`config.mk`:
```
export PLATFORM = sky130hd
export DESIGN_NAME = qlte_table
export DESIGN_NICKNAME = d
export VERILOG_FILES = /design/src/rtl/qlte_table.sv
export SDC_FILE = /design/constraint.sdc
export NUM_CORES = 1
export LEC_CHECK = 0
export BUFFER_PORTS_ARGS = -buffer_cell sky130_fd_sc_hd__buf_4
export CAP_MARGIN = 20
export CORE_ASPECT_RATIO = 0.9
export CORE_MARGIN = 10
export CORE_UTILIZATION = 40
export CTS_BUF_LIST = sky130_fd_sc_hd__clkbuf_2 sky130_fd_sc_hd__clkbuf_4 sky130_fd_sc_hd__clkbuf_8
export CTS_CLUSTER_SIZE = 14
export DETAILED_ROUTE_END_ITERATION = 7
export SLEW_MARGIN = 25
export SYNTH_ARGS = -nofsm -noshare
export SYNTH_HDL_FRONTEND = slang
export SYNTH_SLANG_ARGS = --single-unit
```
`constraint.sdc`:
```
create_clock -name aclk -period 3.42 [get_ports aclk]
set_input_delay 0.684 -clock aclk [delete_from_list [all_inputs] [get_ports aclk]]
set_output_delay 0.684 -clock aclk [all_outputs]
set_load 0.005 [all_outputs]
```
`src/rtl/qlte_table.sv`:
```
module qlte_table #(
    parameter int ADDR_W = 6
) (
    input  logic                     aclk,
    input  logic                     rd_en,
    input  logic [ADDR_W-1:0]        rd_addr,
    output logic signed [15:0]       rd_data,
    input  logic                     wr_en,
    input  logic [ADDR_W-1:0]        wr_addr,
    input  logic signed [15:0]       wr_data
);

    localparam int DEPTH = 1 << ADDR_W;

    logic signed [15:0] mem_q [DEPTH];
    logic signed [15:0] rd_data_reg;

    always_ff @(posedge aclk) begin
        if (wr_en) begin
            mem_q[wr_addr] <= wr_data;
        end
    end

    always_ff @(posedge aclk) begin
        if (rd_en) begin
            rd_data_reg <= mem_q[rd_addr];
        end
    end

    assign rd_data = rd_data_reg;

endmodule

```
# Word-level counts from Yosys, hierarchy flattened
# Memories as Yosys holds them, arrays and structs flattened. A register that Yosys moved wholly into a read port is not among the register bits.
# Index checks and enable logic that the tools add are counted.
# totals
reg_bits	0
latchBits	0
mem_bits_rw	1024
mem_bits_ro	0
output_inout_bits	16
elab_cells	3
memories	1
# classes
add_sub_neg	0
multipliers	0
div	0
order_cmp	0
eq_ne	0
shifts	0
muxes	2
bitwise_logic	0
reduce_logical	0
# mem_list
name	words	width	rd	rd_clocked_by_memory_dff	wr	line	text
mem_q	64	16	1	1	1	15	logic signed [15:0] mem_q [DEPTH];
# ops
cell	n
$mux W1	2

# Logic depth before layout (Yosys ltp)
# Gate-level depths: netlist of run 1.
# logic_depth
depth_word	2
mapped_depth	10
mapped_depth_nobuf	5

# Worst setup path after synthesis of run 1
# No wires, ideal clock.
# synth_path
path_type	in2reg
startpoint	input wr_addr[3]
endpoint	memory mem_q[48][0] (enable)
setup_ns	0.409
arrival_ns	2.310
required_ns	3.011
setup_slack_ns	0.701
cell_stages	4
path_buffers	1
cell_sequence	clkbuf_1 nor2b_1 nand4b_1 nor3_1
# synth_lines
item	line	text
from (decl)	9	input logic [ADDR_W-1:0] wr_addr,
to (decl)	15	
# No word-level cell before the write port.

==> summary.txt, run 1 <==
Timing
  – Worst max-slew margin expressed relative to the limit: 0.401
  – Final period demand of the worst path: ~2.6 ns
  – Highest clock rate: 388 MHz
  – Final worst-path setup slack: ~0.84 ns
  – Setup clock skew after layout: 0.0497 ns
  – Part of the cycle the worst path needs: 0.753
  – Slew of the pin with the lowest slew margin: 0.899 ns
  – Setup repair after global routing missed its margin: no
  – Max-slew violations: 0
  – Final hold viol count: 0
  – Final setup violation count: 0

Clock tree
  – H-Tree Level Count: 4
  – Number of gates resized after cts: 0
  – Sinks on the clock net: 1040
  – CTS Buffer Depth: 3
  – Latest clock arrival within the worst-skew pair: 0.84 ns
  – TritonCTS clock tree: yes
  – Post-CTS setup buffer count: 0
  – CTS buffer count: about 160
  – Clock input transition at the sequential cells of the worst setup and hold paths: 0.07 ns
  – Cts hold-fix bufs: 0
  – Buffer type at the clock tree root: sky130_fd_sc_hd__clkbuf_8

Detailed routing
  – Residual DRC: 0
  – Antenna-violating nets left: 0
  – Routed length per placed instance: 28.1 µm
  – Routed via count divided by cell count: 5.52
  – Number of iterations in the first detailed-routing pass: 6
  – Starting DRC count in detailed routing: 2204
  – Total via count after detailed routing: 19.6k
  – Total wire length: 99900 µm

Finish
  – Share of final-layout standard cells stronger than drive strength 1: 0.317
  – Multi-input logic area: just over 8000 µm²
  – Commonest cells after routing, fill and taps aside: 1040 x sky130_fd_sc_hd__edfxtp_1, 220 x sky130_fd_sc_hd__mux4_2, 184 x sky130_fd_sc_hd__buf_4, 166 x sky130_fd_sc_hd__clkbuf_8, 85 x sky130_fd_sc_hd__mux2i_1
  – Number of flip-flops under the largest register name: roughly 1.0k
  – Layout area overhead: 14.3%
  – Fill cells: 8377
  – Post-layout util: 0.460
  – Post-route non-filler standard cell count: 3557
  – Most common cell after layout, fill and taps aside: sky130_fd_sc_hd__edfxtp_1
  – Net total in the final layout: 2118
  – Sequential cell area: 31200 µm²

Synth
  – Synth Area in Compound Gates: 0.0240
  – Xor and xnor area share after synthesis: 0
  – Count of synthesis-stage warnings from yosys: 0
  – Net count of the mapped netlist: 1860
  – Top cell type's share of synthesized area: 0.777
  – Number of synthesized register bits: 1040
  – Number of cells produced by synthesis: 1829
  – Adder-cell share of the synthesized area: 0
  – Dominant combinational cell family by area after synthesis: multiplexers
  – Post-synthesis simple-gate area fraction: 0.0264
  – Distinct cell type count of the synthesized netlist: 42
  – Syn Area/Cell: 22.0 µm²
  – Largest cells by area after synthesis: sky130_fd_sc_hd__edfxtp_1 78%, sky130_fd_sc_hd__mux4_2 12%, sky130_fd_sc_hd__mux2i_1 2.1%
  – Sequential share of the synthesized area: 0.777
  – Synth area leader: sky130_fd_sc_hd__edfxtp_1
  – Multiplexer share of the synthesized area: 0.155
  – Post-synth design cell area: 40200 µm²

Worst hold path
  – Worst min-delay path category: in2reg

Placed design
  – HPWL after detailed placement: 59400 µm
  – Placed Cells: around 3.3k
  – Final weighted congestion in routability-driven placement: 0.810
  – Setup slack after placement: -0.0823 ns
  – Number of port buffers: 46

Floorplanning
  – Placeable core area: 99900 µm²
  – Top-Level Pins: 47
  – Area enclosed by the die boundary: between 100000 and 150000 µm²
  – Vert. Die Dim: 321 µm
  – Die width: about 350 µm
  – Row Count: 110
  – Starting Density: 0.402

Global routing
  – Overflow after GRT: 0
  – Initial antenna violation count: 9
  – Total global-route track usage: 0.175
  – Wire length of the first global-routing pass: 144000 µm
  – Largest net degree at the start of global routing: 65
  – Vias in the first global route: ~20k

Critical path
  – Setup crit start kind: input port
  – Endpoint class of the critical path: flop
  – Required time at the worst-slack endpoint: 3.96 ns
  – CP max FO: 32
  – Kind of critical path: in2reg
  – Data arrival time at the worst-slack endpoint: 3.12 ns

Run status
  – Outcome: complete, no violations

Power and ir drop
  – Worst-case vdd ir drop: 0.308 mV
  – Pwr dens: 562 nW/µm²
  – Leakage power: 14.7 nW

Job
  – Count of max-cap constraint violations: 0
logic make-up (layout without fill, tap and decap cells):
group	after synthesis	in the layout
compound gates	129	129
buf+inv	104	485
flops	1040	1040
mux	336	336
other cells	0	3
simple gates	220	220
worst paths after layout:
path,start,slack [ns],cells past startpoint,to
setup / recovery,rd_addr[0],0.84,6,rd_data[1]
hold / removal,rd_en,0.28,1,rd_data[14]
setup reg to reg,mem_q[61][1],1.10,4,rd_data[1]
hold reg to reg,mem_q[63][14],0.93,5,rd_data[14]
layout make-up:
class                   instances  area share
repair buffers                199      0.0362
diodes                          3    0.000163
flip-flops and latches       1040       0.680
clock buffers                 210      0.0568
clock inverters                76      0.0113
multi-input cells             685       0.179
well taps                    1344      0.0366
synth_stat cells (all sizes together):
cell type,n
nand4,12
clkbuf,27
a211o,8
mux2,27
a221o,6
a22oi,39
and2,2
nand2b,3
nor4,3
a22o,6
a31oi,8
nor3,2
nand3b,2
nor2b,30
a311oi,8
and4,5
nor2,74
mux4,224
nand3,24
a21oi,17
mux2i,85
or3,1
nand4b,1
a221oi,16
edfxtp,1040
buf,77
a211oi,8
or3b,1
o21ai,8
nand2,60
a41oi,5
where the power goes:
group / switching [mW] / internal (mW) / leakage (nW)
registers: 0.0462 / 14.1 / 9.37
logic: 0.865 / 0.522 / 3.66
clock network: 4.80 / 5.44 / 1.64
total: 5.71 / 20.1 / 14.7
layer usage:
layer / part of all wire / up-vias / GRT usage
met4: 0.021 / 6 / 0.0534
met3: 0.094 / 158 / 0.0479
li1: - / 8228 / -
met1: 0.42 / 10334 / 0.247
met5: 0.00039 / - / 0
met2: 0.46 / 923 / 0.262
per-stage QoR:
step / setup TNS (ns) / hold WS (ns) / power [mW] / cell area (µm²)
floorplan: 0 / 0.783 / 15.2 / 40200
global placement: -0.0752 / 0.914 / 15.8 / 42800
detailed placement: -0.0823 / 0.924 / 15.9 / 42800
CTS: 0 / 0.209 / 26.0 / 46000
global route: 0 / 0.236 / 26.7 / 46000
finish: 0 / 0.278 / 25.8 / 46000
critical path: stages:
cell and delay [ns]:
sky130_fd_sc_hd__buf_8 0.34, sky130_fd_sc_hd__buf_12 0.31, sky130_fd_sc_hd__mux4_2 0.53, sky130_fd_sc_hd__mux2_2 0.30
sky130_fd_sc_hd__a221oi_1 0.79, sky130_fd_sc_hd__a311oi_1 0.12
No activity file was read; power rests on OpenSTA's default activity.
==> inputs of run 2 (changes only) <==
==> constraint.sdc (replaced) <==
create_clock -name aclk -period 2.5 [get_ports aclk]
set_input_delay 0.5 -clock aclk [delete_from_list [all_inputs] [get_ports aclk]]
set_output_delay 0.5 -clock aclk [all_outputs]
set_load 0.005 [all_outputs]
==> summary.txt, run 2 (synthesis gave the netlist of run 1 again) <==
Timing
  – Worst max-slew margin expressed relative to the limit: 0.323 (-0.0781)
  – Final setup violation count: 0 (unchanged)
  – Final hold viol count: 0 (unchanged)
  – Slew of the pin with the lowest slew margin: 1.01 ns (+0.113 ns)
  – Part of the cycle the worst path needs: 0.818
  – Max-slew violations: 0 (unchanged)
  – Final period demand of the worst path: 2.04 ns
  – Setup repair after global routing missed its margin: no
  – Highest clock rate: 489 MHz
  – Setup clock skew after layout: 0.0360 ns (-0.0137 ns)

Power and ir drop
  – Share of total power consumed by net switching: 0.219 (-0.00211)
  – Relative contribution of sequential cells to total power: 0.549 (about the same)
  – Internal power contribution: 27.6 mW (+37%)
  – Power share of the clock group: 0.394 (-0.003)
  – Switching power summed over all nets: 7.75 mW (+36%)
  – Pwr dens: 756 nW/µm² (+35%)
  – Post-route total power: 35.4 mW (+37%)
  – Leakage power: 15.1 nW (+3.0%)
  – Comb pwr share: 0.057 (+0.003)
  – Worst-case vdd ir drop: 0.373 mV (+21%)

Critical path
  – Kind of critical path: reg2reg
  – Slack of the worst reg-to-reg path: 0.46 ns (-0.64 ns)
  – Data arrival time at the worst-slack endpoint: 2.59 ns (-0.53 ns)
  – Reg2reg path depth: 5 (+1)
  – Required time at the worst-slack endpoint: 3.04 ns (-0.92 ns)
  – Endpoint class of the critical path: flop
  – Reg2Reg Capture Point: rd_data[7]
  – Setup crit start kind: flop
  – CP max FO: 1 (-97%)
  – Reg-to-Reg Start: mem_q[15][7]

Clock tree
  – Clock input transition at the sequential cells of the worst setup and hold paths: 0.07 ns (about the same)
  – TritonCTS clock tree: yes
  – H-Tree Level Count: 4 (unchanged)
  – Cts hold-fix bufs: 0 (unchanged)
  – Number of gates resized after cts: 0 (unchanged)
  – Latest clock arrival within the worst-skew pair: 0.81 ns (-0.03 ns)
  – CTS Buffer Depth: 3 (unchanged)
  – CTS buffer count: 160 (-0.62%)
  – Sinks on the clock net: 1040 (unchanged)
  – Buffer type at the clock tree root: sky130_fd_sc_hd__clkbuf_8
  – Post-CTS setup buffer count: 0 (unchanged)

Global routing
  – Wire length of the first global-routing pass: 144000 µm (-0.38%)
  – Largest net degree at the start of global routing: 65 (unchanged)
  – Total global-route track usage: 0.173 (-0.00152)
  – Initial antenna violation count: 7 (-2)
  – Overflow after GRT: 0 (unchanged)
  – Vias in the first global route: 20.5k (+1.9%)

Floorplanning
  – Top-Level Pins: 47 (unchanged)
  – Placeable core area: 99900 µm² (unchanged)
  – Starting Density: 0.402 (unchanged)
  – Vert. Die Dim: 321 µm (unchanged)
  – Area enclosed by the die boundary: 114000 µm² (unchanged)
  – Die width: 354 µm (unchanged)
  – Row Count: 110 (unchanged)

Worst hold path
  – Worst min-delay path category: in2reg
  – Worst min-delay path startpoint: rd_en
  – Destination of the worst hold path: rd_data[8]
  – Cell depth of the worst hold path: 1 (unchanged)

Placed design
  – Number of port buffers: 46 (unchanged)
  – Cell Area, Placed: 43700 µm² (+2.0%)
  – HPWL after detailed placement: 60400 µm (+1.6%)
  – Final weighted congestion in routability-driven placement: 0.843 (+4.0%)

Finish
  – Layout area overhead: 16.4%
  – Fin area: 46800 µm² (+1.9%)
  – Share of final-layout standard cells stronger than drive strength 1: 0.336 (+0.0191)
  – Number of flip-flops under the largest register name: 1024 (unchanged)
  – Post-layout util: 0.468 (+0.00851)
  – Most common cell after layout, fill and taps aside: sky130_fd_sc_hd__edfxtp_1
  – Net total in the final layout: 2191 (+3.4%)
  – Commonest cells after routing, fill and taps aside: 1040 x sky130_fd_sc_hd__edfxtp_1, 235 x sky130_fd_sc_hd__buf_4, 220 x sky130_fd_sc_hd__mux4_2, 168 x sky130_fd_sc_hd__clkbuf_8, 85 x sky130_fd_sc_hd__mux2i_1

Detailed routing
  – Routed length per placed instance: 27.3 µm (-2.6%)
  – Total via count after detailed routing: 20.1k (+2.3%)
  – Number of iterations in the first detailed-routing pass: 5 (-1)
  – Starting DRC count in detailed routing: 2005 (-9.0%)
  – Residual DRC: 0 (unchanged)
  – Antenna-violating nets left: 0 (unchanged)
  – Total wire length: 99300 µm (-0.54%)
  – Routed via count divided by cell count: 5.53 (+0.12%)

Job
  – Count of max-cap constraint violations: 0 (unchanged)

Run status
  – Outcome: complete, no violations
[run 2: changes by cell type in the layout (fill, tap and decap cells not counted)]
cell / before / now
sky130_fd_sc_hd__diode_2: 3 / 2
sky130_fd_sc_hd__clkbuf_4: 45 / 42
sky130_fd_sc_hd__clkbuf_8: 166 / 168
sky130_fd_sc_hd__buf_12: 12 / 35
sky130_fd_sc_hd__clkinvlp_4: 6 / 2
sky130_fd_sc_hd__clkinv_1: 41 / 50
sky130_fd_sc_hd__clkinv_2: 18 / 16
sky130_fd_sc_hd__inv_8: 3 / 4
sky130_fd_sc_hd__buf_4: 184 / 235
[run 2: area by class of cell]
class,instances,area (µm²)
multi-input combinational,685,8250
clock inverter,80,526
tap,1344,1680
antenna,2,5.00
fill,8325,53100
timing repair buffer,273,2500
clock buffer,209,2610
sequential,1040,31200
[run 2: how the worst max path moves through the flow]
stage / startpoint / to / slack, ns / cells after the start
6_report: mem_q[15][7] / rd_data[7] / 0.46 / 5
5_1_grt: mem_q[15][7] / rd_data[7] / 0.36 / 5
4_1_cts: rd_data[0] / rd_data[0] / 0.45 / 1
2_1_floorplan: wr_addr[5] / mem_q[39][0] / 0.04 / 4
3_5_place_dp: rd_addr[0] / rd_data[8] / -0.37 / 7
3_3_place_gp: rd_addr[0] / rd_data[0] / -0.35 / 7
[run 2: critical path, cell delays in order, from the launching register on]
cell                       delay (ns)
sky130_fd_sc_hd__edfxtp_1        0.36
sky130_fd_sc_hd__mux4_2          0.50
sky130_fd_sc_hd__mux2_2          0.34
sky130_fd_sc_hd__a21oi_1         0.33
sky130_fd_sc_hd__buf_4           0.22
sky130_fd_sc_hd__nor4_2          0.06
[run 2: per-layer routing]
metal	routed length, µm	vias up	GRT usage
met5	42	-	0
met4	2580	6	0.0573
met3	8790	158	0.0454
met2	45000	864	0.258
met1	43000	10679	0.246
li1	-	8385	-
[run 2: power groups by stage]
stage	Combinational, mW	Sequential [mW]	Clock, mW
final	2.01	19.4	13.9
after global routing	2.12	19.4	15.1
after CTS	2.02	19.4	14.3
after detailed placement	2.02	19.8	0
after global placement	1.99	19.8	0
after floorplan	1.00	19.7	0
[run 2: through the flow]
stage	TNS, ns	hold slack (ns)	instances	worst slack, ns
2_1_floorplan	0	0.599	1829	0.0422
5_1_grt	0	0.0528	3631	0.361
4_1_cts	0	0.0255	3631	0.447
3_5_place_dp	-3.93	0.921	3342	-0.368
3_3_place_gp	-3.63	0.904	3342	-0.350
6_report	0	0.115	3633	0.455
