File: config.mk
export PLATFORM = sky130hd
export DESIGN_NAME = qlte_engine
export DESIGN_NICKNAME = d
export VERILOG_FILES = /design/src/rtl/qlte_pkg.sv /design/src/rtl/qlte_engine.sv
export SDC_FILE = /design/constraint.sdc
export NUM_CORES = 2
export LEC_CHECK = 0
export BUFFER_PORTS_ARGS = -buffer_cell sky130_fd_sc_hd__clkbuf_2
export CAP_MARGIN = 15
export CORE_ASPECT_RATIO = 0.5
export CORE_MARGIN = 5
export CORE_UTILIZATION = 55
export DETAILED_ROUTE_END_ITERATION = 10
export PLACE_DENSITY = 0.78
export SKIP_CTS_REPAIR_TIMING = 1
export SLEW_MARGIN = 10
export SYNTH_ARGS = -nofsm -noshare
export SYNTH_HDL_FRONTEND = slang
export SYNTH_SLANG_ARGS = --single-unit
File: constraint.sdc
create_clock -name aclk -period 17.5 [get_ports aclk]
set_input_delay 3.5 -clock aclk [delete_from_list [all_inputs] [get_ports aclk]]
set_output_delay 3.5 -clock aclk [all_outputs]
set_load 0.02 [all_outputs]
File: src/rtl/qlte_pkg.sv
package qlte_pkg;

    // Operation carried by every input item.
    typedef enum logic [1:0] {
        OP_CHOOSE = 2'd0,
        OP_UPDATE = 2'd1,
        OP_WRITE  = 2'd2,
        OP_READ   = 2'd3
    } qlte_op_t;

    // Configuration register indexes.
    localparam logic [1:0] CFG_LEARN_RATE     = 2'd0;
    localparam logic [1:0] CFG_DISCOUNT       = 2'd1;
    localparam logic [1:0] CFG_EXPLORE_CHANCE = 2'd2;

    // Configuration reset values (unsigned Q0.16).
    localparam logic [15:0] LEARN_RATE_RST     = 16'd6554;
    localparam logic [15:0] DISCOUNT_RST       = 16'd58982;
    localparam logic [15:0] EXPLORE_CHANCE_RST = 16'd6554;

    typedef struct packed {
        qlte_op_t           opcode;
        logic [3:0]         state_index;
        logic [1:0]         action;
        logic signed [15:0] reward;
        logic [3:0]         next_state;
        logic [15:0]        explore_draw;
        logic [1:0]         random_action;
        logic signed [15:0] write_value;
    } qlte_in_t;

    typedef struct packed {
        logic [1:0]         chosen_action;
        logic signed [15:0] entry_value;
        logic               explored;
    } qlte_out_t;

    typedef struct packed {
        logic [15:0] learn_rate;
        logic [15:0] discount;
        logic [15:0] explore_chance;
    } qlte_cfg_t;

    // Handshake between the top level and the sequencer.
    typedef struct packed {
        logic start;
        logic ack;
    } qlte_eng_ctrl_t;

    typedef struct packed {
        logic ready;
        logic done;
    } qlte_eng_stat_t;

    typedef enum logic [3:0] {
        ST_CLEAR,
        ST_IDLE,
        ST_START,
        ST_SCAN,
        ST_FETCH,
        ST_FETCHED,
        ST_QREAD,
        ST_TD,
        ST_SCALE,
        ST_APPLY,
        ST_WRITE,
        ST_DONE
    } qlte_state_t;

endpackage

File: src/rtl/qlte_engine.sv
module qlte_engine
    import qlte_pkg::*;
#(
    parameter int  NUM_STATES  = 16,
    parameter int  NUM_ACTIONS = 4,
    localparam int SW          = (NUM_STATES > 1) ? $clog2(NUM_STATES) : 1,
    localparam int AW          = $clog2(NUM_ACTIONS)
) (
    input  logic                  aclk,
    input  logic                  aresetn,
    input  qlte_cfg_t             cfg,
    input  qlte_eng_ctrl_t        ctrl,
    input  qlte_in_t              item_in,
    output qlte_eng_stat_t        stat,
    output qlte_out_t             result,
    output logic                  mem_rd_en,
    output logic [SW+AW-1:0]      mem_rd_addr,
    input  logic signed [15:0]    mem_rd_data,
    output logic                  mem_wr_en,
    output logic [SW+AW-1:0]      mem_wr_addr,
    output logic signed [15:0]    mem_wr_data
);

    localparam int ADDR_W = SW + AW;
    localparam int CW     = $clog2(NUM_ACTIONS + 1);

    // Row-major layout with a power-of-two row stride: {state, action}.
    function automatic logic [ADDR_W-1:0] addr_of(input logic [3:0] s,
                                                  input logic [AW-1:0] a);
        return {SW'(s), a};
    endfunction

    function automatic logic signed [15:0] sat16(input logic signed [19:0] x);
        logic signed [15:0] y;
        if (x > 20'sd32767) begin
            y = 16'sh7fff;
        end else if (x < -20'sd32768) begin
            y = 16'sh8000;
        end else begin
            y = x[15:0];
        end
        return y;
    endfunction

    qlte_state_t        state_reg, state_next;
    qlte_in_t           item_reg, item_next;
    logic [CW-1:0]      idx_reg, idx_next;
    logic [ADDR_W-1:0]  clr_reg, clr_next;
    logic               rd_pend_reg, rd_pend_next;
    logic [AW-1:0]      rd_act_reg, rd_act_next;
    logic signed [15:0] best_reg, best_next;
    logic [AW-1:0]      best_act_reg, best_act_next;
    logic [AW-1:0]      chosen_reg, chosen_next;
    logic               explored_reg, explored_next;
    logic signed [15:0] q_reg, q_next;
    logic signed [32:0] prod1_reg, prod1_next;
    logic signed [17:0] td_reg, td_next;
    logic signed [34:0] prod2_reg, prod2_next;
    qlte_out_t          res_reg, res_next;

    logic               st_ok, act_ok, nst_ok, entry_ok, scan_ok, fetch_ok;
    logic [3:0]         scan_state;
    logic signed [15:0] scan_d, fetch_d, best_cur;
    logic [AW-1:0]      best_act_cur, ract_mod;
    logic               scan_take;
    logic signed [16:0] alpha_s, gamma_s;
    logic signed [32:0] mul1;
    logic signed [34:0] mul2;
    logic signed [17:0] td_sum;
    logic signed [19:0] upd_sum;
    logic signed [15:0] upd_sat;

    assign st_ok    = int'(item_reg.state_index) < NUM_STATES;
    assign nst_ok   = int'(item_reg.next_state) < NUM_STATES;
    assign act_ok   = int'(item_reg.action) < NUM_ACTIONS;
    assign entry_ok = st_ok && act_ok;
    assign scan_ok  = (item_reg.opcode == OP_UPDATE) ? nst_ok : st_ok;
    assign fetch_ok = explored_reg ? st_ok : entry_ok;
    assign scan_state = (item_reg.opcode == OP_UPDATE) ? item_reg.next_state
                                                       : item_reg.state_index;

    // Entries outside the table read as zero.
    assign scan_d  = scan_ok ? mem_rd_data : 16'sd0;
    assign fetch_d = fetch_ok ? mem_rd_data : 16'sd0;

    // Running maximum; strict compare keeps ties on the lowest action.
    assign scan_take    = rd_pend_reg && ((rd_act_reg == '0) || (scan_d > best_reg));
    assign best_cur     = scan_take ? scan_d : best_reg;
    assign best_act_cur = scan_take ? rd_act_reg : best_act_reg;

    // The random action is below 2*NUM_ACTIONS, so one subtract reduces it.
    assign ract_mod = (int'(item_reg.random_action) >= NUM_ACTIONS)
                    ? AW'(int'(item_reg.random_action) - NUM_ACTIONS)
                    : AW'(item_reg.random_action);

    assign alpha_s = $signed({1'b0, cfg.learn_rate});
    assign gamma_s = $signed({1'b0, cfg.discount});
    assign mul1    = gamma_s * best_reg;
    assign td_sum  = item_reg.reward + $signed(prod1_reg[32:16]) - q_reg;
    assign mul2    = alpha_s * td_reg;
    assign upd_sum = q_reg + $signed(prod2_reg[34:16]);
    assign upd_sat = sat16(upd_sum);

    always_comb begin
        state_next    = state_reg;
        item_next     = item_reg;
        idx_next      = idx_reg;
        clr_next      = clr_reg;
        rd_pend_next  = rd_pend_reg;
        rd_act_next   = rd_act_reg;
        best_next     = best_reg;
        best_act_next = best_act_reg;
        chosen_next   = chosen_reg;
        explored_next = explored_reg;
        q_next        = q_reg;
        prod1_next    = prod1_reg;
        td_next       = td_reg;
        prod2_next    = prod2_reg;
        res_next      = res_reg;
        mem_rd_en     = 1'b0;
        mem_rd_addr   = '0;
        mem_wr_en     = 1'b0;
        mem_wr_addr   = '0;
        mem_wr_data   = 16'sd0;

        case (state_reg)
            ST_CLEAR: begin
                mem_wr_en   = 1'b1;
                mem_wr_addr = clr_reg;
                clr_next    = clr_reg + 1'b1;
                if (clr_reg == '1) begin
                    state_next = ST_IDLE;
                end
            end
            ST_IDLE: begin
                if (ctrl.start) begin
                    item_next  = item_in;
                    state_next = ST_START;
                end
            end
            ST_START: begin
                idx_next      = '0;
                rd_pend_next  = 1'b0;
                explored_next = 1'b0;
                chosen_next   = AW'(item_reg.action);
                case (item_reg.opcode)
                    OP_CHOOSE: begin
                        if (item_reg.explore_draw < cfg.explore_chance) begin
                            explored_next = 1'b1;
                            chosen_next   = ract_mod;
                            state_next    = ST_FETCH;
                        end else begin
                            state_next = ST_SCAN;
                        end
                    end
                    OP_UPDATE: state_next = ST_SCAN;
                    OP_WRITE:  state_next = ST_WRITE;
                    OP_READ:   state_next = ST_FETCH;
                    default:   state_next = ST_FETCH;
                endcase
            end
            ST_SCAN: begin
                best_next     = best_cur;
                best_act_next = best_act_cur;
                if (idx_reg != CW'(NUM_ACTIONS)) begin
                    mem_rd_en    = 1'b1;
                    mem_rd_addr  = addr_of(scan_state, idx_reg[AW-1:0]);
                    rd_pend_next = 1'b1;
                    rd_act_next  = idx_reg[AW-1:0];
                    idx_next     = idx_reg + 1'b1;
                end else begin
                    rd_pend_next = 1'b0;
                    if (item_reg.opcode == OP_UPDATE) begin
                        mem_rd_en   = 1'b1;
                        mem_rd_addr = addr_of(item_reg.state_index, AW'(item_reg.action));
                        state_next  = ST_QREAD;
                    end else begin
                        res_next.chosen_action = 2'(best_act_cur);
                        res_next.entry_value   = best_cur;
                        res_next.explored      = 1'b0;
                        state_next             = ST_DONE;
                    end
                end
            end
            ST_FETCH: begin
                mem_rd_en   = 1'b1;
                mem_rd_addr = addr_of(item_reg.state_index,
                                      explored_reg ? chosen_reg : AW'(item_reg.action));
                state_next  = ST_FETCHED;
            end
            ST_FETCHED: begin
                res_next.chosen_action = explored_reg ? 2'(chosen_reg) : item_reg.action;
                res_next.entry_value   = fetch_d;
                res_next.explored      = explored_reg;
                state_next             = ST_DONE;
            end
            ST_QREAD: begin
                q_next     = fetch_d;
                prod1_next = mul1;
                state_next = ST_TD;
            end
            ST_TD: begin
                td_next    = td_sum;
                state_next = ST_SCALE;
            end
            ST_SCALE: begin
                prod2_next = mul2;
                state_next = ST_APPLY;
            end
            ST_APPLY: begin
                mem_wr_en              = entry_ok;
                mem_wr_addr            = addr_of(item_reg.state_index, AW'(item_reg.action));
                mem_wr_data            = upd_sat;
                res_next.chosen_action = item_reg.action;
                res_next.entry_value   = entry_ok ? upd_sat : 16'sd0;
                res_next.explored      = 1'b0;
                state_next             = ST_DONE;
            end
            ST_WRITE: begin
                mem_wr_en              = entry_ok;
                mem_wr_addr            = addr_of(item_reg.state_index, AW'(item_reg.action));
                mem_wr_data            = item_reg.write_value;
                res_next.chosen_action = item_reg.action;
                res_next.entry_value   = entry_ok ? item_reg.write_value : 16'sd0;
                res_next.explored      = 1'b0;
                state_next             = ST_DONE;
            end
            ST_DONE: begin
                if (ctrl.ack) begin
                    state_next = ST_IDLE;
                end
            end
            default: begin
                state_next = ST_IDLE;
            end
        endcase
    end

    always_ff @(posedge aclk) begin
        if (!aresetn) begin
            state_reg   <= ST_CLEAR;
            clr_reg     <= '0;
            idx_reg     <= '0;
            rd_pend_reg <= 1'b0;
        end else begin
            state_reg   <= state_next;
            clr_reg     <= clr_next;
            idx_reg     <= idx_next;
            rd_pend_reg <= rd_pend_next;
        end
    end

    always_ff @(posedge aclk) begin
        item_reg     <= item_next;
        rd_act_reg   <= rd_act_next;
        best_reg     <= best_next;
        best_act_reg <= best_act_next;
        chosen_reg   <= chosen_next;
        explored_reg <= explored_next;
        q_reg        <= q_next;
        prod1_reg    <= prod1_next;
        td_reg       <= td_next;
        prod2_reg    <= prod2_next;
        res_reg      <= res_next;
    end

    assign stat.ready = (state_reg == ST_IDLE);
    assign stat.done  = (state_reg == ST_DONE);
    assign result     = res_reg;

    // The single-port schedule never reads and writes the table in one cycle.
    a_no_rd_wr_overlap: assert property (@(posedge aclk) disable iff (!aresetn)
        mem_wr_en |-> !mem_rd_en)
        else $error("table read and write in the same cycle");

    // When the last row entry is consumed, its read must have been issued.
    a_scan_tail_pending: assert property (@(posedge aclk) disable iff (!aresetn)
        (state_reg == ST_SCAN && idx_reg == CW'(NUM_ACTIONS)) |-> rd_pend_reg)
        else $error("row scan finished without the last read in flight");

    // Only a choose operation may report exploration.
    a_explored_choose: assert property (@(posedge aclk) disable iff (!aresetn)
        (state_reg == ST_DONE && res_reg.explored) |-> (item_reg.opcode == OP_CHOOSE))
        else $error("explored flag set for a non-choose operation");

endmodule
; Word-level counts from Yosys, hierarchy flattened
; Cells that the tools add are included.
[totals]
regBits = 220
wordCells = 105
inputBits = 130
output_inout_bits = 51
[classes]
n_mux = 33
addsub = 5
n_lt_le_gt_ge = 4
n_reduce_logical = 15
mul = 2
eq_ne = 22
[op_table]
columns = op, n
row1 = 19-bit case mux with 4 select lines, 1
row2 = 16-bit two-way mux, 3
row3 = 4-bit case mux with 10 select lines, 1
row4 = 19-bit two-way mux, 2
row5 = 17-bit by 18-bit multiplier with 35-bit output, 1
row6 = 17-bit by 16-bit multiplier with 33-bit output, 1
row7 = 16-bit case mux with 2 select lines, 1
row8 = 4-bit two-way mux, 6
row9 = 6-bit case mux with 2 select lines, 2
row10 = 16-bit by 19-bit adder with 20-bit output, 1
row11 = 20-bit by 16-bit > comparator with 1-bit output (second input constant), 1
row12 = 20-bit by 16-bit < comparator with 1-bit output (second input constant), 1
row13 = 16-bit by 17-bit adder with 18-bit output, 1
row14 = 18-bit by 16-bit subtractor with 18-bit output, 1
row15 = 4-bit by 3-bit == test with 1-bit output (second input constant), 4
row16 = 4-bit == test (second input constant), 4
row17 = 16-bit > comparator, 1
row18 = 16-bit < comparator, 1
row19 = 4-bit case mux with 4 select lines, 1
row20 = 6-bit two-way mux, 2
row21 = 2-bit inequality test (second input constant), 6
row22 = 4-bit by 2-bit == test with 1-bit output (second input constant), 2
row23 = 2-bit two-way mux, 4
row24 = 6-bit by 1-bit adder with 6-bit output (second input constant), 1
row25 = other kinds (21), 32

; Longest topological paths before layout
[logic_depth]
word_depth = 7
ltp_mapped = 25
ltp_nobuf = 24

; Worst setup path before layout
; No wires, ideal clock.
[synth_timing]
path_kind = input-to-reg
from = in cfg[36] (netlist bit)
to = reg prod2_reg[34] (data pin)
cell_stages = 21
path_buffers = 2
required_time_ps = 17234
arrival_ps = 9167
setup_time_ps = 266
path_slack_ps = 8067
cell_sequence = clkbuf_1 -> clkbuf_1 -> nand2_1 -> fa_1 -> fa_1 -> fa_1 -> inv_1 -> fa_1 -> fa_1 -> inv_1 -> fa_1 -> inv_1 -> ha_1 -> nand4_1 -> a21oi_1 -> a311oi_1 -> o31ai_2 -> a41oi_1 -> o211ai_1 -> o41ai_1 -> xnor2_1
[synth_between]
elab_chain_cells = 1
[synth_rtl]
columns = item, line_no
row1 = "start, declared", qlte_engine.sv:11  ; input qlte_cfg_t cfg,
row2 = 17-bit by 18-bit multiplier with 35-bit output, qlte_engine.sv:100  ; assign mul2 = alpha_s * td_reg;
row3 = named net mul2[34], qlte_engine.sv:68  ; logic signed [34:0] mul2;
row4 = "end signal, assigned", qlte_engine.sv:263  ; prod2_reg <= prod2_next;
row5 = "end, declared", qlte_engine.sv:58  ; logic signed [34:0] prod2_reg, prod2_next;
; The timed path passes the listed nets, and every way through them passes these cells.
; A chain may end at the register's enable or synchronous reset.

; Worst setup path after layout
; Same ends and word-level chain as after synthesis.

==> Flow_metrics.wiki <==
{| class="wikitable"
! Metric !! Value
|-
| Area of the die || 57880 sq um
|-
| Static power due to leakage || 15.58 nW
|-
| Width of the die || 335.3 microns
|-
| Family with the most delay on the worst path || adder cells
|-
| Number of distinct library cell variants in the gate-level netlist after synthesis || 71
|-
| Crit path capture type || flip-flop
|-
| FP Rows || 59
|-
| Post-synth EDFFs || 174
|-
| Type of the worst min-delay path || flip-flop to flip-flop
|-
| Unrepaired setup endpoints after global routing || false
|-
| Status || completed
|-
| Worst Path Arrival || 9640 ps
|-
| Dominant cell type by count on the critical path || sky130_fd_sc_hd__fa_1
|-
| Number of instances in the synthesized netlist || 3020
|-
| Count of placed standard cells in the final layout, fillers left out || 3837
|-
| Iteration count of the initial detailed-routing pass || 7
|-
| Setup TNS after final layout || 0 ps
|-
| Global router's overall resource usage || 24.56%
|-
| Ordered list of cells on the worst path || clkbuf_2 > nand2_1 > fa_1 > fa_1 > fa_1 > inv_1 > fa_1 > fa_1 > inv_1 > fa_1 > inv_1 > ha_1 > nand4_1 > a21oi_1 > a311oi_1 > o31ai_2 > buf_4 > a41oi_1 > o211ai_1 > o41ai_1 > xnor2_1
|-
| Delay of the slowest cell on the worst path || 580 ps
|-
| Routed wire length || 69100 microns
|-
| Net Count, Synth || 3934
|-
| Areal power density over the cells || 109.5 nW/um^2
|-
| Yosys top cell by area || sky130_fd_sc_hd__fa_1
|-
| Ratio of final minimum period to clock period || 53.98%
|-
| Clk sinks || 188
|-
| Least-Margin Pin Slew || 1104 ps
|-
| Depth of the critical timing path with buffers and inverters included || 21
|-
| H-tree levels || 4
|-
| Core Region || 52190 sq um
|-
| Crit path time final || 9446 ps
|-
| CP Data Required Time || 17690 ps
|-
| Number of vias after detailed routing || 20843
|-
| Number of synthesized register bits || 188
|-
| Wire length of the first global-routing pass || 114600 microns
|-
| Largest register FFs || 60
|-
| Cell types with the largest area share after synthesis || sky130_fd_sc_hd__fa_1 35%, sky130_fd_sc_hd__edfxtp_1 18%, sky130_fd_sc_hd__ha_1 12%
|-
| Worst setup SP type || input pin
|-
| Count of antenna-violating nets left after detailed routing || 0
|-
| Count of buffers from port buffering || 180
|-
| Avg Vias per Cell || 5.432
|-
| Layout cell share with drive strength beyond 1 || 8.395%
|-
| Largest net degree at the start of global routing || 63
|-
| Detailed router's first-iteration violation count || 1612
|-
| Initial antenna violation count || 5
|-
| Clock Skew || 16.81 ps
|-
| Slew headroom || 26.40%
|-
| PnR Total Power || 0.003413 W
|-
| Async SR Flop Fraction || 0%
|-
| Worst setup path category || input pin to flip-flop
|-
| Fmax || 105.9 MHz
|-
| Clock buffer count from CTS || 17
|-
| Most used routing layer || met2
|-
| Post-layout nets || 4034
|-
| DRC || 0
|-
| HPWL after detailed placement || 55830 microns
|-
| Clock tree from TritonCTS || yes
|-
| Cell with the largest stage delay on the worst path || sky130_fd_sc_hd__fa_1
|-
| Top-count cell post-synth || sky130_fd_sc_hd__inv_1
|-
| Chip Height || 172.6 microns
|-
| Met1 usage in global routing || 31.64%
|-
| Clock root cell || sky130_fd_sc_hd__clkbuf_16
|-
| Worst supply voltage drop on vdd || 0.1148 mV
|-
| Final hold slack || 493.8 ps
|-
| Final hold viol count || 0
|-
| Area growth syn-to-layout || 7.121%
|-
| Number of I/O pins || 181
|-
| Total gr overflow || 0
|-
| Placed Cells incl. Taps || 3801
|-
| Area share of the leading cell type in the synthesized netlist || 34.54%
|-
| Worst Hold Depth || 2
|-
| Cell count of the worst reg-to-reg path || 21
|-
| Synthesized cell area || 29100 sq um
|-
| Maximum root-to-sink buffer count || 2
|-
| Peak fanout along the critical path || 18
|-
| Synth warn || 0
|-
| Global routing usage on met3 || 3.714%
|-
| Total setup violations reported at the end of the flow || 0
|-
| Starting density of the core || 55.75%
|-
| Post-DR wirelength/cell || 18.01 microns
|-
| Met2 demand-to-capacity share in global routing || 42.11%
|-
| Vias in the first global route || 22178
|-
| Pins over their slew limit || 0
|-
| Top flip-flop cell by instance count after synthesis || sky130_fd_sc_hd__edfxtp_1
|-
| Gp weighted congestion || 0.9037
|-
| Maximum Capacitance Violations || 0
|-
| Part of the Yosys area used for sequential elements || 18.92%
|-
| Avg Synthesized Cell Area || 9.635 sq um
|-
| Most frequent cells after synthesis || 718 x sky130_fd_sc_hd__inv_1, 502 x sky130_fd_sc_hd__fa_1, 358 x sky130_fd_sc_hd__nand2_1
|-
| Buf/Inv on CP || 5
|-
| Clock insertion delay at the later pin of the skew report || 450 ps
|-
| Clock transition time at the flip-flop clock pins of the worst setup and hold paths || 70 ps
|}
## worst paths after layout
| kind | startpoint | to | slack, ps |
|---|---|---|---|
| worst max register to register | td_reg[6] | prod2_reg[34] | 10570 |
| worst min-delay path | rd_pend_reg | rd_pend_reg | 490 |
| worst min register to register | rd_pend_reg | rd_pend_reg | 490 |
| worst max-delay path | cfg[36] | prod2_reg[34] | 8050 |
## area by class of cell
class	instances	area, sq um
diodes	3	7.507
clock buffers	17	425.4
inverters	718	2695
fillers	4210	21020
flip-flops and latches	188	5505
multi-input cells	2005	20500
repair buffers	190	979.7
well taps	701	877.1
clock inverters	15	177.7
## power breakdown
| part | switching [W] | internal [W] | total [W] |
|---|---|---|---|
| combinational | 0.00142 | 0.000997 | 0.00241 |
| sequential | 0.000000751 | 0.000605 | 0.000606 |
| clock | 0.000191 | 0.000204 | 0.000395 |
| total | 0.00161 | 0.00181 | 0.00341 |
## layout by cell type (no fill, tap or decap), types with 15 or more instances in the layout
cell type                   netlist  layout
sky130_fd_sc_hd__a21o_1          26      26
sky130_fd_sc_hd__a21oi_1         66      66
sky130_fd_sc_hd__a22oi_1         23      23
sky130_fd_sc_hd__and2_1         243     243
sky130_fd_sc_hd__clkbuf_16        0      17
sky130_fd_sc_hd__clkbuf_2         0     180
sky130_fd_sc_hd__edfxtp_1       174     174
sky130_fd_sc_hd__fa_1           502     502
sky130_fd_sc_hd__ha_1           282     282
sky130_fd_sc_hd__inv_1          718     718
sky130_fd_sc_hd__mux2_2          19      19
sky130_fd_sc_hd__nand2_1        358     358
sky130_fd_sc_hd__nand2b_1        21      21
sky130_fd_sc_hd__nand3_1         37      37
sky130_fd_sc_hd__nand4_1         24      24
sky130_fd_sc_hd__nor2_1          80      80
sky130_fd_sc_hd__nor2b_1         15      15
sky130_fd_sc_hd__nor3_1          29      27
sky130_fd_sc_hd__o21ai_0         56      55
sky130_fd_sc_hd__o21ai_1         14      15
sky130_fd_sc_hd__xnor2_1         55      55
sky130_fd_sc_hd__xor2_1          17      17
## cell families after synthesis
group | count (synthesis) | share of synthesized area [%]
simple gates | 838 | 14.01
buf+inv | 827 | 10.73
fa+ha+maj | 784 | 46.67
compound gates | 288 | 6.614
flops | 188 | 18.92
xor+xnor | 73 | 2.223
mux | 22 | 0.8385
## worst reg2reg max path, cell delays in order, from the launching register on
cell and delay [ps]:
sky130_fd_sc_hd__edfxtp_1 690, sky130_fd_sc_hd__and2_1 320, sky130_fd_sc_hd__fa_1 530, sky130_fd_sc_hd__inv_1 50
sky130_fd_sc_hd__fa_1 490, sky130_fd_sc_hd__fa_1 510, sky130_fd_sc_hd__inv_1 50, sky130_fd_sc_hd__fa_1 460
sky130_fd_sc_hd__fa_1 540, sky130_fd_sc_hd__inv_1 50, sky130_fd_sc_hd__fa_1 530, sky130_fd_sc_hd__inv_1 40
sky130_fd_sc_hd__ha_1 330, sky130_fd_sc_hd__nand4_1 100, sky130_fd_sc_hd__a21oi_1 50, sky130_fd_sc_hd__a311oi_1 400
sky130_fd_sc_hd__o31ai_2 130, sky130_fd_sc_hd__buf_4 190, sky130_fd_sc_hd__a41oi_1 440, sky130_fd_sc_hd__o211ai_1 260
sky130_fd_sc_hd__o41ai_1 400, sky130_fd_sc_hd__xnor2_1 110
## metal layers
layer / share of wire, % / vias to the layer above
li1: - / 9518
met1: 40 / 10469
met2: 50 / 689
met3: 5.8 / 163
met4: 4.4 / 4
met5: 0.039 / -
## stage by stage
| stage | area [sq um] | setup slack, ps | utilization (%) |
|---|---|---|---|
| after global routing | 31170 | 7630 | 59.72 |
| after floorplan | 29100 | 8067 | - |
| after detailed placement | 30550 | 7550 | 58.53 |
| after global placement | 30550 | 7673 | 58.53 |
| after CTS | 31150 | 8028 | 59.68 |
| final | 31170 | 8054 | 59.72 |
(Power assumes the default switching activity.)
